## src/hw/rtl/tgadec_pkg.sv

```systemverilog
`timescale 1ns / 1ps
// ----------------------------------------------------------------------------
// TGA decoder package
// Shared result codes, queue sizing and the result record type.
// ----------------------------------------------------------------------------
package tgadec_pkg;

  localparam logic [1:0] KIND_HEADER = 2'd0;
  localparam logic [1:0] KIND_PIXEL  = 2'd1;
  localparam logic [1:0] KIND_ERROR  = 2'd2;

  localparam logic [1:0] ERR_NONE  = 2'd0;
  localparam logic [1:0] ERR_TYPE  = 2'd1;
  localparam logic [1:0] ERR_DEPTH = 2'd2;

  localparam logic [2:0] BPP_LUMA = 3'd1;
  localparam logic [2:0] BPP_RGB  = 3'd3;
  localparam logic [2:0] BPP_RGBA = 3'd4;

  localparam int unsigned QDEPTH = 4;
  localparam int unsigned QPTR_W = $clog2(QDEPTH);
  localparam int unsigned QCNT_W = QPTR_W + 1;

  typedef struct packed {
    logic [1:0]  kind;
    logic [15:0] width;
    logic [15:0] height;
    logic [2:0]  bpp;
    logic        flip;
    logic [31:0] pixel;
    logic [7:0]  run;
    logic [1:0]  err;
    logic        last;
  } tgadec_rec_t;

endpackage

```

## src/hw/rtl/tgadec_front.sv

```systemverilog
`timescale 1ns / 1ps
// ----------------------------------------------------------------------------
// TGA decoder front end
// Parses header bytes and packet bytes, assembles pixels and emits records.
// ----------------------------------------------------------------------------
module tgadec_front (
  input  logic               clk,
  input  logic               rst_n,
  input  logic               accept,
  input  logic [7:0]         data_byte,
  input  logic               start_of_file,
  output logic               push,
  output tgadec_pkg::tgadec_rec_t rec
);
  import tgadec_pkg::*;

  typedef enum logic [1:0] {PH_HEADER, PH_PACKET, PH_PIXEL, PH_DONE} phase_t;

  localparam logic [4:0] IDX_TYPE     = 5'd2;
  localparam logic [4:0] IDX_WIDTH_LO = 5'd12;
  localparam logic [4:0] IDX_WIDTH_HI = 5'd13;
  localparam logic [4:0] IDX_HEIGHT_LO = 5'd14;
  localparam logic [4:0] IDX_HEIGHT_HI = 5'd15;
  localparam logic [4:0] IDX_DEPTH    = 5'd16;
  localparam logic [4:0] IDX_DESC     = 5'd17;

  localparam logic [7:0] TYPE_RAW_RGB  = 8'd2;
  localparam logic [7:0] TYPE_RAW_GRAY = 8'd3;
  localparam logic [7:0] TYPE_RLE_RGB  = 8'd10;
  localparam logic [7:0] TYPE_RLE_GRAY = 8'd11;
  localparam logic [7:0] DEPTH_8       = 8'd8;
  localparam logic [7:0] DEPTH_24      = 8'd24;
  localparam logic [7:0] DEPTH_32      = 8'd32;
  localparam logic [7:0] DESC_FLIP     = 8'd32;

  phase_t      phase_r, phase_cur, phase_nxt;
  logic [4:0]  idx_r, idx_cur, idx_nxt;
  logic        enc_r, enc_cur, enc_nxt;
  logic [15:0] width_r, width_cur, width_nxt;
  logic [15:0] height_r, height_cur, height_nxt;
  logic [2:0]  bpp_r, bpp_cur, bpp_nxt;
  logic        flip_r, flip_cur, flip_nxt;
  logic [31:0] left_r, left_cur, left_nxt;
  logic [7:0]  pkt_r, pkt_cur, pkt_nxt;
  logic        rep_r, rep_cur, rep_nxt;
  logic [1:0]  bip_r, bip_cur, bip_nxt;
  logic [31:0] asm_r, asm_cur, asm_nxt;
  logic [31:0] asm_new;
  logic [7:0]  run;
  logic        res_v;

  always_comb begin
    if (start_of_file) begin
      phase_cur  = PH_HEADER;
      idx_cur    = '0;
      enc_cur    = 1'b0;
      width_cur  = '0;
      height_cur = '0;
      bpp_cur    = '0;
      flip_cur   = 1'b0;
      left_cur   = '0;
      pkt_cur    = '0;
      rep_cur    = 1'b0;
      bip_cur    = '0;
      asm_cur    = '0;
    end else begin
      phase_cur  = phase_r;
      idx_cur    = idx_r;
      enc_cur    = enc_r;
      width_cur  = width_r;
      height_cur = height_r;
      bpp_cur    = bpp_r;
      flip_cur   = flip_r;
      left_cur   = left_r;
      pkt_cur    = pkt_r;
      rep_cur    = rep_r;
      bip_cur    = bip_r;
      asm_cur    = asm_r;
    end

    phase_nxt  = phase_cur;
    idx_nxt    = idx_cur;
    enc_nxt    = enc_cur;
    width_nxt  = width_cur;
    height_nxt = height_cur;
    bpp_nxt    = bpp_cur;
    flip_nxt   = flip_cur;
    left_nxt   = left_cur;
    pkt_nxt    = pkt_cur;
    rep_nxt    = rep_cur;
    bip_nxt    = bip_cur;
    asm_nxt    = asm_cur;
    asm_new    = asm_cur;
    run        = '0;
    res_v      = 1'b0;
    rec        = '0;

    unique case (phase_cur)
      PH_HEADER: begin
        idx_nxt = idx_cur + 5'd1;
        unique case (idx_cur)
          IDX_TYPE: begin
            if (data_byte == TYPE_RAW_RGB || data_byte == TYPE_RAW_GRAY ||
                data_byte == TYPE_RLE_RGB || data_byte == TYPE_RLE_GRAY) begin
              enc_nxt = (data_byte == TYPE_RLE_RGB || data_byte == TYPE_RLE_GRAY);
            end else begin
              idx_nxt   = idx_cur;
              phase_nxt = PH_DONE;
              res_v     = 1'b1;
              rec.kind  = KIND_ERROR;
              rec.err   = ERR_TYPE;
            end
          end
          IDX_WIDTH_LO: width_nxt[7:0] = data_byte;
          IDX_WIDTH_HI: width_nxt[15:8] = data_byte;
          IDX_HEIGHT_LO: height_nxt[7:0] = data_byte;
          IDX_HEIGHT_HI: height_nxt[15:8] = data_byte;
          IDX_DEPTH: begin
            if (data_byte == DEPTH_8) begin
              bpp_nxt = BPP_LUMA;
            end else if (data_byte == DEPTH_24) begin
              bpp_nxt = BPP_RGB;
            end else if (data_byte == DEPTH_32) begin
              bpp_nxt = BPP_RGBA;
            end else begin
              idx_nxt   = idx_cur;
              phase_nxt = PH_DONE;
              res_v     = 1'b1;
              rec.kind  = KIND_ERROR;
              rec.err   = ERR_DEPTH;
            end
          end
          IDX_DESC: begin
            idx_nxt    = idx_cur;
            flip_nxt   = (data_byte == DESC_FLIP);
            left_nxt   = {16'd0, width_cur} * {16'd0, height_cur};
            bip_nxt    = '0;
            asm_nxt    = '0;
            pkt_nxt    = 8'd1;
            rep_nxt    = 1'b0;
            res_v      = 1'b1;
            rec.kind   = KIND_HEADER;
            rec.width  = width_cur;
            rec.height = height_cur;
            rec.bpp    = bpp_cur;
            rec.flip   = flip_nxt;
            if (width_cur == 16'd0 || height_cur == 16'd0) begin
              phase_nxt = PH_DONE;
              rec.last  = 1'b1;
            end else begin
              phase_nxt = enc_cur ? PH_PACKET : PH_PIXEL;
            end
          end
          default: ;
        endcase
      end
      PH_PACKET: begin
        run = {1'b0, data_byte[6:0]} + 8'd1;
        if ({24'd0, run} > left_cur) begin
          run = left_cur[7:0];
        end
        pkt_nxt   = run;
        rep_nxt   = data_byte[7];
        bip_nxt   = '0;
        asm_nxt   = '0;
        phase_nxt = PH_PIXEL;
      end
      PH_PIXEL: begin
        case (bip_cur)
          2'd0: asm_new[7:0]   = data_byte;
          2'd1: asm_new[15:8]  = data_byte;
          2'd2: asm_new[23:16] = data_byte;
          default: asm_new[31:24] = data_byte;
        endcase
        if (({1'b0, bip_cur} + 3'd1) < bpp_cur) begin
          asm_nxt = asm_new;
          bip_nxt = bip_cur + 2'd1;
        end else begin
          asm_nxt = '0;
          bip_nxt = '0;
          run = (enc_cur && rep_cur) ? pkt_cur : 8'd1;
          if ({24'd0, run} > left_cur) begin
            run = left_cur[7:0];
          end
          left_nxt   = left_cur - {24'd0, run};
          res_v      = 1'b1;
          rec.kind   = KIND_PIXEL;
          rec.width  = width_cur;
          rec.height = height_cur;
          rec.bpp    = bpp_cur;
          rec.flip   = flip_cur;
          rec.pixel  = asm_new;
          rec.run    = run;
          if (enc_cur) begin
            if (rep_cur || pkt_cur <= 8'd1) begin
              pkt_nxt   = '0;
              phase_nxt = PH_PACKET;
            end else begin
              pkt_nxt = pkt_cur - 8'd1;
            end
          end
          if (left_nxt == 32'd0) begin
            phase_nxt = PH_DONE;
            rec.last  = 1'b1;
          end
        end
      end
      PH_DONE: ;
      default: ;
    endcase

    push = accept && res_v;
  end

  always_ff @(posedge clk) begin
    if (!rst_n) begin
      phase_r  <= PH_HEADER;
      idx_r    <= '0;
      enc_r    <= 1'b0;
      width_r  <= '0;
      height_r <= '0;
      bpp_r    <= '0;
      flip_r   <= 1'b0;
      left_r   <= '0;
      pkt_r    <= '0;
      rep_r    <= 1'b0;
      bip_r    <= '0;
      asm_r    <= '0;
    end else if (accept) begin
      phase_r  <= phase_nxt;
      idx_r    <= idx_nxt;
      enc_r    <= enc_nxt;
      width_r  <= width_nxt;
      height_r <= height_nxt;
      bpp_r    <= bpp_nxt;
      flip_r   <= flip_nxt;
      left_r   <= left_nxt;
      pkt_r    <= pkt_nxt;
      rep_r    <= rep_nxt;
      bip_r    <= bip_nxt;
      asm_r    <= asm_nxt;
    end
  end

endmodule

```

## src/hw/rtl/tgadec_fifo.sv

```systemverilog
`timescale 1ns / 1ps
// ----------------------------------------------------------------------------
// TGA decoder record queue
// Short first-in first-out queue of result records between front and back.
// ----------------------------------------------------------------------------
module tgadec_fifo (
  input  logic                    clk,
  input  logic                    rst_n,
  input  logic                    push,
  input  tgadec_pkg::tgadec_rec_t wdata,
  input  logic                    pop,
  output tgadec_pkg::tgadec_rec_t rdata,
  output logic                    full,
  output logic                    empty
);
  import tgadec_pkg::*;

  tgadec_rec_t       mem [QDEPTH];
  logic [QPTR_W-1:0] wptr_r, wptr_nxt;
  logic [QPTR_W-1:0] rptr_r, rptr_nxt;
  logic [QCNT_W-1:0] cnt_r, cnt_nxt;

  assign full  = (cnt_r == QCNT_W'(QDEPTH));
  assign empty = (cnt_r == '0);
  assign rdata = mem[rptr_r];

  always_comb begin
    wptr_nxt = push ? wptr_r + QPTR_W'(1) : wptr_r;
    rptr_nxt = pop ? rptr_r + QPTR_W'(1) : rptr_r;
    cnt_nxt  = cnt_r + QCNT_W'(push) - QCNT_W'(pop);
  end

  always_ff @(posedge clk) begin
    if (push) begin
      mem[wptr_r] <= wdata;
    end
  end

  always_ff @(posedge clk) begin
    if (!rst_n) begin
      wptr_r <= '0;
      rptr_r <= '0;
      cnt_r  <= '0;
    end else begin
      wptr_r <= wptr_nxt;
      rptr_r <= rptr_nxt;
      cnt_r  <= cnt_nxt;
    end
  end

endmodule

```

## src/hw/rtl/tgadec_back.sv

```systemverilog
`timescale 1ns / 1ps
// ----------------------------------------------------------------------------
// TGA decoder back end
// Unpacks queued records into color channels and holds the output register.
// ----------------------------------------------------------------------------
module tgadec_back (
  input  logic                    clk,
  input  logic                    rst_n,
  input  tgadec_pkg::tgadec_rec_t rec,
  input  logic                    empty,
  output logic                    pop,
  output logic                    out_valid,
  input  logic                    out_stall,
  output logic [1:0]              out_kind,
  output logic [15:0]             out_image_width,
  output logic [15:0]             out_image_height,
  output logic [2:0]              out_pixel_bytes,
  output logic                    out_flip_rows,
  output logic [7:0]              out_red,
  output logic [7:0]              out_green,
  output logic [7:0]              out_blue,
  output logic [7:0]              out_alpha,
  output logic [7:0]              out_run_length,
  output logic [1:0]              out_error_code,
  output logic                    out_last
);
  import tgadec_pkg::*;

  logic       valid_r;
  logic [7:0] red, green, blue, alpha;

  assign pop       = !empty && (!valid_r || !out_stall);
  assign out_valid = valid_r;

  always_comb begin
    if (rec.bpp == BPP_LUMA) begin
      red   = rec.pixel[7:0];
      green = '0;
      blue  = '0;
      alpha = '0;
    end else begin
      red   = rec.pixel[23:16];
      green = rec.pixel[15:8];
      blue  = rec.pixel[7:0];
      alpha = (rec.bpp == BPP_RGBA) ? rec.pixel[31:24] : 8'd0;
    end
  end

  always_ff @(posedge clk) begin
    if (!rst_n) begin
      valid_r <= 1'b0;
    end else if (pop) begin
      valid_r <= 1'b1;
    end else if (!out_stall) begin
      valid_r <= 1'b0;
    end
  end

  always_ff @(posedge clk) begin
    if (pop) begin
      out_kind         <= rec.kind;
      out_image_width  <= rec.width;
      out_image_height <= rec.height;
      out_pixel_bytes  <= rec.bpp;
      out_flip_rows    <= rec.flip;
      out_red          <= red;
      out_green        <= green;
      out_blue         <= blue;
      out_alpha        <= alpha;
      out_run_length   <= rec.run;
      out_error_code   <= rec.err;
      out_last         <= rec.last;
    end
  end

endmodule

```

## src/hw/rtl/tga_rle_image_decoder.sv

```systemverilog
`timescale 1ns / 1ps
// ----------------------------------------------------------------------------
// TGA run-length image decoder
// Streams a TGA file one byte per item and emits header, pixel run and
// error items.
// ----------------------------------------------------------------------------
// The input channel carries one file byte per item; in_start_of_file marks
// the first byte of a file and restarts the parser. The result channel gives
// one item for the accepted header, one for each pixel or repeated run, and
// one for an error. Both channels use valid and stall.
// One byte is taken every cycle while the queue is not full; the parser
// writes the item of each byte, if any, into a four-entry queue. The queue
// feeds an output register, so an item passes through the queue and then
// the output register before it appears on the result channel.
// When the receiver stalls, items collect in the queue and the output
// register; in_stall rises only once the queue is full, so input flow
// continues through a short stall.
// Reset is synchronous and active low: it empties the queue and the output
// register and returns the parser to the start of a header.
// ----------------------------------------------------------------------------
module tga_rle_image_decoder (
  input  logic        clk,
  input  logic        rst_n,
  input  logic        in_valid,
  output logic        in_stall,
  input  logic [7:0]  in_data_byte,
  input  logic        in_start_of_file,
  output logic        out_valid,
  input  logic        out_stall,
  output logic [1:0]  out_kind,
  output logic [15:0] out_image_width,
  output logic [15:0] out_image_height,
  output logic [2:0]  out_pixel_bytes,
  output logic        out_flip_rows,
  output logic [7:0]  out_red,
  output logic [7:0]  out_green,
  output logic [7:0]  out_blue,
  output logic [7:0]  out_alpha,
  output logic [7:0]  out_run_length,
  output logic [1:0]  out_error_code,
  output logic        out_last
);
  import tgadec_pkg::*;

  tgadec_rec_t wrec, rrec;
  logic        accept, push, pop, full, empty;

  assign in_stall = full;
  assign accept   = in_valid && !full;

  tgadec_front u_front (
    .clk           (clk),
    .rst_n         (rst_n),
    .accept        (accept),
    .data_byte     (in_data_byte),
    .start_of_file (in_start_of_file),
    .push          (push),
    .rec           (wrec)
  );

  tgadec_fifo u_fifo (
    .clk   (clk),
    .rst_n (rst_n),
    .push  (push),
    .wdata (wrec),
    .pop   (pop),
    .rdata (rrec),
    .full  (full),
    .empty (empty)
  );

  tgadec_back u_back (
    .clk              (clk),
    .rst_n            (rst_n),
    .rec              (rrec),
    .empty            (empty),
    .pop              (pop),
    .out_valid        (out_valid),
    .out_stall        (out_stall),
    .out_kind         (out_kind),
    .out_image_width  (out_image_width),
    .out_image_height (out_image_height),
    .out_pixel_bytes  (out_pixel_bytes),
    .out_flip_rows    (out_flip_rows),
    .out_red          (out_red),
    .out_green        (out_green),
    .out_blue         (out_blue),
    .out_alpha        (out_alpha),
    .out_run_length   (out_run_length),
    .out_error_code   (out_error_code),
    .out_last         (out_last)
  );

endmodule
```

## config.mk

```make
export PLATFORM = sky130hd
export DESIGN_NAME = tga_rle_image_decoder
export DESIGN_NICKNAME = d
export VERILOG_FILES = /design/src/hw/rtl/tgadec_pkg.sv /design/src/hw/rtl/tgadec_front.sv /design/src/hw/rtl/tgadec_fifo.sv /design/src/hw/rtl/tgadec_back.sv /design/src/hw/rtl/tga_rle_image_decoder.sv
export SDC_FILE = /design/constraint.sdc
export NUM_CORES = 1
export LEC_CHECK = 0
export BUFFER_PORTS_ARGS = -buffer_cell sky130_fd_sc_hd__buf_2
export CAP_MARGIN = 20
export CORE_MARGIN = 2
export CORE_UTILIZATION = 57
export CTS_BUF_LIST = sky130_fd_sc_hd__clkbuf_2 sky130_fd_sc_hd__clkbuf_4 sky130_fd_sc_hd__clkbuf_8
export DETAILED_ROUTE_END_ITERATION = 10
export GPL_TIMING_DRIVEN = 0
export HOLD_SLACK_MARGIN = 0.1
export PLACE_DENSITY = 0.74
export REMOVE_ABC_BUFFERS = 1
export SKIP_CTS_REPAIR_TIMING = 1
export SYNTH_ARGS = -nofsm -noshare
export SYNTH_HDL_FRONTEND = slang
export SYNTH_SLANG_ARGS = --single-unit
```

## constraint.sdc

```tcl
create_clock -name clk -period 10.72 [get_ports clk]
set_input_delay 1.608 -clock clk [delete_from_list [all_inputs] [get_ports clk]]
set_output_delay 1.608 -clock clk [all_outputs]
set_load 0.02 [all_outputs]
```

==> reports/qor.txt, run 1 <==
Vias in the first global route: 24,000
Leakage: 13.9 nW
Depth of the critical timing path with buffers and inverters included: 20
CP Class: in -> reg
Number of fill cells: 4,275
H-Tree Level Count: 3
Hold Path Class: reg -> reg
Delay of the slowest cell on the worst path: 0.88 ns
CTS clock-pin slew for the worst setup and hold paths: 0.06 ns
Layout cell share with drive strength beyond 1: 13.5%
Number of vias in the routed layout: 23,100
Count of cells along the worst hold path: 2
Global routing usage on met1: 35.7%
Max-slew headroom at the worst pin: 29.1%
Maximum clock frequency: 120 MHz
# Max-Cap Violations: 0
Layout overhead on the synthesized area: 9.53%
Critical path launch point type: input pin
Half-perimeter wire length after placement: 54.6 mm
TritonCTS clock tree: built
Drt pass-1 iters: 6
Antenna violations before repair: 2
Residual DRC: 0
Nature of the critical path endpoint: flip-flop
Slew of the pin with the lowest slew margin: 1.06 ns
Final Util: 63.2%
Final hold violation count: 0
Most frequent cell on the critical path: fa_1
Chip width: 243 um
Fraction of met3 tracks used by global routing: 3.62%
Post-DRT Antenna Nets: 0
Pwr Density: 172 nW/um2
Count of clock tree sinks: 534
Most used DFF post-synth: edfxtp_1
Number of buffers inserted by port buffering: 95
Number of nets in the final layout: 3,290
EDFF count, synth: 405
Initial standard-cell utilization of the core: 57.7%
Post-Route WL: 79.8 mm
VDD IR max: 0.000132 V
Number of top-level design ports: 96
Die ar.: 59,100 um2
GR Overflow Total: 0
# placed instances: 3,598
Largest net degree at the start of global routing: 91
First-pass GRT wire length: 128 mm
Synth Warn #: 0
Family with the most delay on the worst path: adder cells
Placed instance area: 33,900 um2
Share of synthesized area occupied by flip-flops and latches: 45.2%
Cell-by-cell listing of the critical path: buf_4, nor2b_2, nand2_1, fa_1, inv_1, fa_1, fa_1, inv_1, fa_1, inv_1, fa_1, fa_1, ha_1, a21oi_1, o21ai_0, o211a_1, o21ai_0, o221ai_1, or3_1, a21oi_1
Mapped Avg Cell Area: 11.2 um2
Post-Synthesis Cells: 2,911
DRC violation total after the first TritonRoute iteration: 2,031
Fin crit share: 77.7%
Clock network latency to the later pin of the worst-skew pair: 0.68 ns
Slowest stage cell on the critical path: nor2b_2
Reg2Reg Depth: 19
Fraction of registers with async set/reset: 0%
Die H: 243 um
Average routed wire per standard cell: 21.2 um
Final critical delay including setup and external delays: 8.33 ns
Sum of buffers and inverters on the critical path: 4
Clock Tree Buf Depth: 3
Maximum fanout encountered on the critical timing path: 52
CORE AREA: 56,500 um2
Count of standard-cell rows: 87
Buffer type at the clock tree root: clkbuf_8
Netlist area before placement: 32,600 um2
Worst clock skew: 0.0280 ns
Endpoint required time on the critical path: 11.33 ns
Count of different cell masters after synthesis: 79
Global-route usage over all layers: 27.5%
Area of all placed cells without fillers: 35,700 um2
Final instance count without filler cells: 3,756
Number of max-slew violations in the final report: 0
Final weighted congestion in routability-driven placement: 0.952
Via-to-Cell Ratio: 6.16
Peak-usage layer in the global routing report: met2
Number of setup violations in the final report: 0
Worst EP arrival: 8.94 ns
Outcome: complete, no violations
Setup repair after global routing missed its margin: no
Synthesized flop and latch total: 534
Inserted Clock Buffers: 85
M2 GR Usage: 46.6%
==> area by class of cell <==
class | instances | area, um2 | share of cell area [%]
Antenna cell | 2 | 5.00 | 0.0140
Clock buffer | 126 | 1530 | 4.28
Tap cell | 756 | 946 | 2.65
Inverter | 294 | 1110 | 3.10
Sequential cell | 534 | 14800 | 41.3
Clock inverter | 29 | 265 | 0.743
Multi-Input combinational cell | 1892 | 16100 | 45.0
Timing Repair Buffer | 123 | 1020 | 2.86
==> state kept, by name, summed over array words and instances, names as in the netlist, 8 cells and up, named ones only <==
register,cells
u_back.out_run_length,8
u_front.pkt_r,8
u_back.out_blue,8
u_back.out_alpha,8
u_front.width_r,16
u_back.out_red,8
u_front.asm_r,32
u_back.out_image_width,16
u_back.out_green,8
u_front.height_r,16
u_fifo.mem,324
u_back.out_image_height,16
u_front.left_r,32
==> synthesized netlist by cell type, types with 81 or more instances <==
| master | instances | share of area (%) |
|---|---|---|
| edfxtp_1 | 405 | 37 |
| inv_1 | 294 | 3.4 |
| nand2_1 | 270 | 3.1 |
| nor2_1 | 216 | 2.5 |
| fa_1 | 196 | 12 |
| clkbuf_1 | 160 | 1.8 |
| ha_1 | 151 | 5.8 |
| a21oi_1 | 139 | 2.1 |
| and2_1 | 135 | 2.6 |
| dfxtp_1 | 129 | 7.9 |
| o21ai_0 | 97 | 1.5 |
| mux4_2 | 81 | 5.6 |
==> cells by family (layout without fill, tap and decap cells) <==
group / after synthesis / in the layout / synth area share, %
buffers and inverters: 485 / 572 / 5.68
AOI/OAI and AO/OA: 512 / 512 / 10.4
adders and majority gates: 347 / 347 / 17.8
muxes: 106 / 106 / 6.43
other: 0 / 2 / 0
xor gates and xnor gates: 29 / 29 / 0.780
DFF: 534 / 534 / 45.2
and+or+nand+nor: 898 / 898 / 13.6
==> worst min-delay path: stages (launching register included) <==
cell     delay [ns]
dfxtp_1        0.30
o21ai_0        0.07
a21oi_1        0.06
==> placed cells by master, fill, tap and decap left out, types with 12 or more instances in the layout <==
| cell type | netlist | layout |
|---|---|---|
| xnor2_1 | 20 | 20 |
| edfxtp_1 | 405 | 405 |
| nor2b_2 | 0 | 12 |
| nor2_1 | 216 | 215 |
| mux4_2 | 81 | 81 |
| and3_1 | 19 | 19 |
| clkbuf_8 | 0 | 93 |
| fa_1 | 196 | 196 |
| nand3_1 | 25 | 25 |
| clkbuf_4 | 0 | 33 |
| nor2b_1 | 62 | 49 |
| a21o_1 | 22 | 22 |
| o21a_1 | 13 | 13 |
| buf_2 | 0 | 94 |
| ha_1 | 151 | 151 |
| inv_1 | 294 | 292 |
| a221oi_1 | 19 | 19 |
| nor3b_1 | 38 | 37 |
| nor3_1 | 46 | 46 |
| a31oi_1 | 15 | 15 |
| a22oi_1 | 77 | 77 |
| dfxtp_1 | 129 | 127 |
| o211ai_1 | 18 | 18 |
| a21oi_1 | 139 | 137 |
| nor4_1 | 23 | 23 |
| clkinv_1 | 0 | 13 |
| o21ai_0 | 97 | 97 |
| a211oi_1 | 13 | 13 |
| and2_1 | 135 | 131 |
| nand2_1 | 270 | 269 |
==> routing by layer <==
| layer | share of wire, % | routed length, um |
|---|---|---|
| met1 | 40 | 31900 |
| met2 | 50 | 39700 |
| met3 | 6.8 | 5410 |
| met4 | 3.4 | 2750 |
| met5 | 0 | 0 |
==> power by group <==
group | total [mW] | switching, mW | internal (mW)
Sequential | 2.62 | 0.124 | 2.49
Clock | 1.81 | 0.801 | 1.01
Combinational | 1.70 | 1.04 | 0.656
==> metrics by stage <==
step / hold WS [ns] / setup WS [ns] / power (mW) / setup TNS (ns)
6_report: 0.480 / 2.39 / 6.13 / 0
4_1_cts: 0.477 / 2.57 / 6.16 / 0
3_5_place_dp: 0.470 / 1.88 / 4.35 / 0
3_3_place_gp: 0.453 / -3.93 / 4.38 / -1293.77
2_1_floorplan: 0.444 / 2.81 / 3.84 / 0
5_1_grt: 0.507 / 2.08 / 6.38 / 0
==> final timing paths <==
check / start / to / slack [ns]
worst max-delay path: in_start_of_file / u_front.left_r[27] / 2.39
worst min-delay path: u_front.left_r[1] / u_front.left_r[1] / 0.48
worst max register to register: u_front.width_r[8] / u_front.left_r[27] / 3.42
worst min register to register: u_front.left_r[1] / u_front.left_r[1] / 0.48
No activity file was read; power rests on OpenSTA's default activity.
==> run 2: changes to the inputs <==
==> constraint.sdc (replaced) <==
create_clock -name clk -period 8 [get_ports clk]
set_input_delay 1.2 -clock clk [delete_from_list [all_inputs] [get_ports clk]]
set_output_delay 1.2 -clock clk [all_outputs]
set_load 0.02 [all_outputs]
==> run 2 against run 1 <==
Combinational power grew 34%. Non-clock buffer count unchanged. Sequential power rose by 34%. Utilization about the same. Critical path depth increased by 1. Cell count did not move. Register-to-register slack got worse by 2.6 ns. Sequential share of layout area about the same. Global-route usage unchanged. Critical endpoint unchanged. Largest power group unchanged. Highest routed layer unchanged.
==> reports/qor.txt, run 2 (same netlist as run 1, synthesis figures left out) <==
CORE AREA: 56,500 um2
Slew of the pin with the lowest slew margin: 1.14 ns
Buffer type at the clock tree root: clkbuf_8
Layout overhead on the synthesized area: 9.58%
Residual DRC: 0
Endpoint required time on the critical path: 8.60 ns
Worst reg2reg startpoint: u_front.height_r[4]
Chip width: 243 um
Inserted Clock Buffers: 85
Leakage: 13.9 nW
Via-to-Cell Ratio: 6.15
Critical path launch point type: input pin
DRC violation total after the first TritonRoute iteration: 2,204
Leading cell type in the layout, fill and taps excluded: edfxtp_1
CP Class: in -> reg
GR Overflow Total: 0
VDD IR max: 0.000177 V
Vias in the first global route: 24,000
Reg2Reg Capture Point: u_front.left_r[27]
Sequential power share: 42.7%
Number of top-level design ports: 96
Most flop-heavy register: u_fifo.mem
Max-slew headroom at the worst pin: 23.6%
Slowest stage cell on the critical path: nor2b_1
Die ar.: 59,100 um2
Initial standard-cell utilization of the core: 57.7%
Number of setup violations in the final report: 0
Number of nets in the final layout: 3,290
Net switching share of the total power: 32.1%
Worst clock skew: 0.0232 ns
Maximum fanout encountered on the critical timing path: 52
Final hold violation count: 0
Reg2Reg Depth: 18
Post-Route WL: 79.9 mm
Delay of the slowest cell on the worst path: 0.57 ns
TritonCTS clock tree: built
Clock Tree Buf Depth: 3
Power, Total: 8.22 mW
Global-route usage over all layers: 27.5%
Maximum clock frequency: 130 MHz
Post-DRT Antenna Nets: 0
Final weighted congestion in routability-driven placement: 0.952
Final critical delay including setup and external delays: 7.67 ns
Hold Path Class: reg -> reg
Worst EP arrival: 8.27 ns
# placed instances: 3,598
Outcome: complete, no violations
Largest net degree at the start of global routing: 91
Cell-by-cell listing of the critical path: buf_4, nor2b_1, buf_4, nand2_1, fa_1, inv_1, fa_1, fa_1, inv_1, fa_1, inv_1, fa_1, fa_1, ha_1, a21oi_1, o21ai_0, o211a_1, o21ai_0, o221ai_1, or3_1, a21oi_1
Number of buffers inserted by port buffering: 95
Count of standard-cell rows: 87
Register-to-register setup slack: 0.85 ns
Antenna violations before repair: 2
Count of clock tree sinks: 534
Flip-flop count of the largest register, all copies and words added: 324
Nature of the critical path endpoint: flip-flop
Pwr Density: 230 nW/um2
H-Tree Level Count: 3
Worst hold endpoint: u_front.left_r[1]
First-pass GRT wire length: 128 mm
Setup repair after global routing missed its margin: no
Fin crit share: 95.9%
CTS clock-pin slew for the worst setup and hold paths: 0.06 ns
Total internal power: 5.58 mW
Number of vias in the routed layout: 23,100
Number of max-slew violations in the final report: 0
Part of the total power dissipated in combinational logic: 27.8%
Count of cells along the worst hold path: 2
Number of fill cells: 4,273
Clock network latency to the later pin of the worst-skew pair: 0.68 ns
Average routed wire per standard cell: 21.3 um
Net switching power: 2.64 mW
Commonest cells after routing, fill and taps aside: edfxtp_1 (405), inv_1 (292), nand2_1 (269)
Registers with the most flip-flops: u_fifo.mem x324, u_front.asm_r x32, u_front.left_r x32
# Max-Cap Violations: 0
Hold path startpoint: u_front.left_r[1]
Die H: 243 um
Most frequent cell on the critical path: fa_1
Half-perimeter wire length after placement: 54.6 mm
Drt pass-1 iters: 5
Final instance count without filler cells: 3,756
Layout cell share with drive strength beyond 1: 13.5%
Clock network power share: 29.5%
[run 2: changes by cell type in the layout (fill, tap and decap cells not counted)]
cell / delta
nor2b_2: -3
nor2b_4: +3
[run 2: cell type report]
cell class	count	area [um2]	share of cell area [%]
multi-input cells	1892	16100	45.0
flip-flops and latches	534	14800	41.3
clock buffers	126	1530	4.28
inverters	294	1110	3.10
repair buffers	123	1020	2.86
well taps	756	946	2.65
clock inverters	29	265	0.743
diodes	2	5.00	0.0140
[run 2: per-layer routing]
layer | vias up | GRT usage [%] | share of wire (%)
li1 | 10300 | - | -
met3 | 216 | 3.62 | 6.5
met1 | 11700 | 35.7 | 40
met2 | 935 | 46.6 | 50
met5 | - | 0 | 0
met4 | 0 | 11.7 | 3.7
[run 2: worst max-delay path, delay by kind of cell]
kind / cells / cell delay [ns]
adder cells (fa/ha/maj): 7 / 3.21
buffers and inverters: 5 / 0.78
AO/OA/AOI/OAI: 6 / 1.95
AND/OR/NAND/NOR: 3 / 1.06
[run 2: worst max-delay path by stage]
stage / from / depth (start not counted) / end
after global routing: in_start_of_file / 21 / u_front.left_r[27]
after detailed placement: in_start_of_file / 20 / u_front.left_r[27]
after global placement: in_start_of_file / 12 / u_fifo.mem[0][71]
after CTS: in_start_of_file / 20 / u_front.left_r[27]
after floorplan: in_start_of_file / 11 / u_fifo.mem[0][0]
final: in_start_of_file / 21 / u_front.left_r[27]
[run 2: metrics by stage]
| step | setup TNS [ns] | utilization (%) | hold slack [ns] | area (um2) | setup WS [ns] |
|---|---|---|---|---|---|
| after floorplan | 0 | - | 0.444 | 31800 | 0.502 |
| after global placement | -2657.32 | 58.9 | 0.453 | 33300 | -6.25 |
| after detailed placement | -2.06 | 60.0 | 0.470 | 33900 | -0.433 |
| after CTS | 0 | 63.2 | 0.477 | 35700 | 0.261 |
| after global routing | 0 | 63.2 | 0.507 | 35700 | 0.0277 |
| final | 0 | 63.2 | 0.476 | 35700 | 0.331 |
[run 2: power by group through the flow]
| stage | combinational [mW] | sequential (mW) | clock [mW] |
|---|---|---|---|
| after floorplan | 1.24 | 3.91 | 0 |
| after global placement | 2.16 | 3.71 | 0 |
| after detailed placement | 2.26 | 3.57 | 0 |
| after CTS | 2.27 | 3.51 | 2.47 |
| after global routing | 2.43 | 3.54 | 2.58 |
| final | 2.28 | 3.51 | 2.43 |
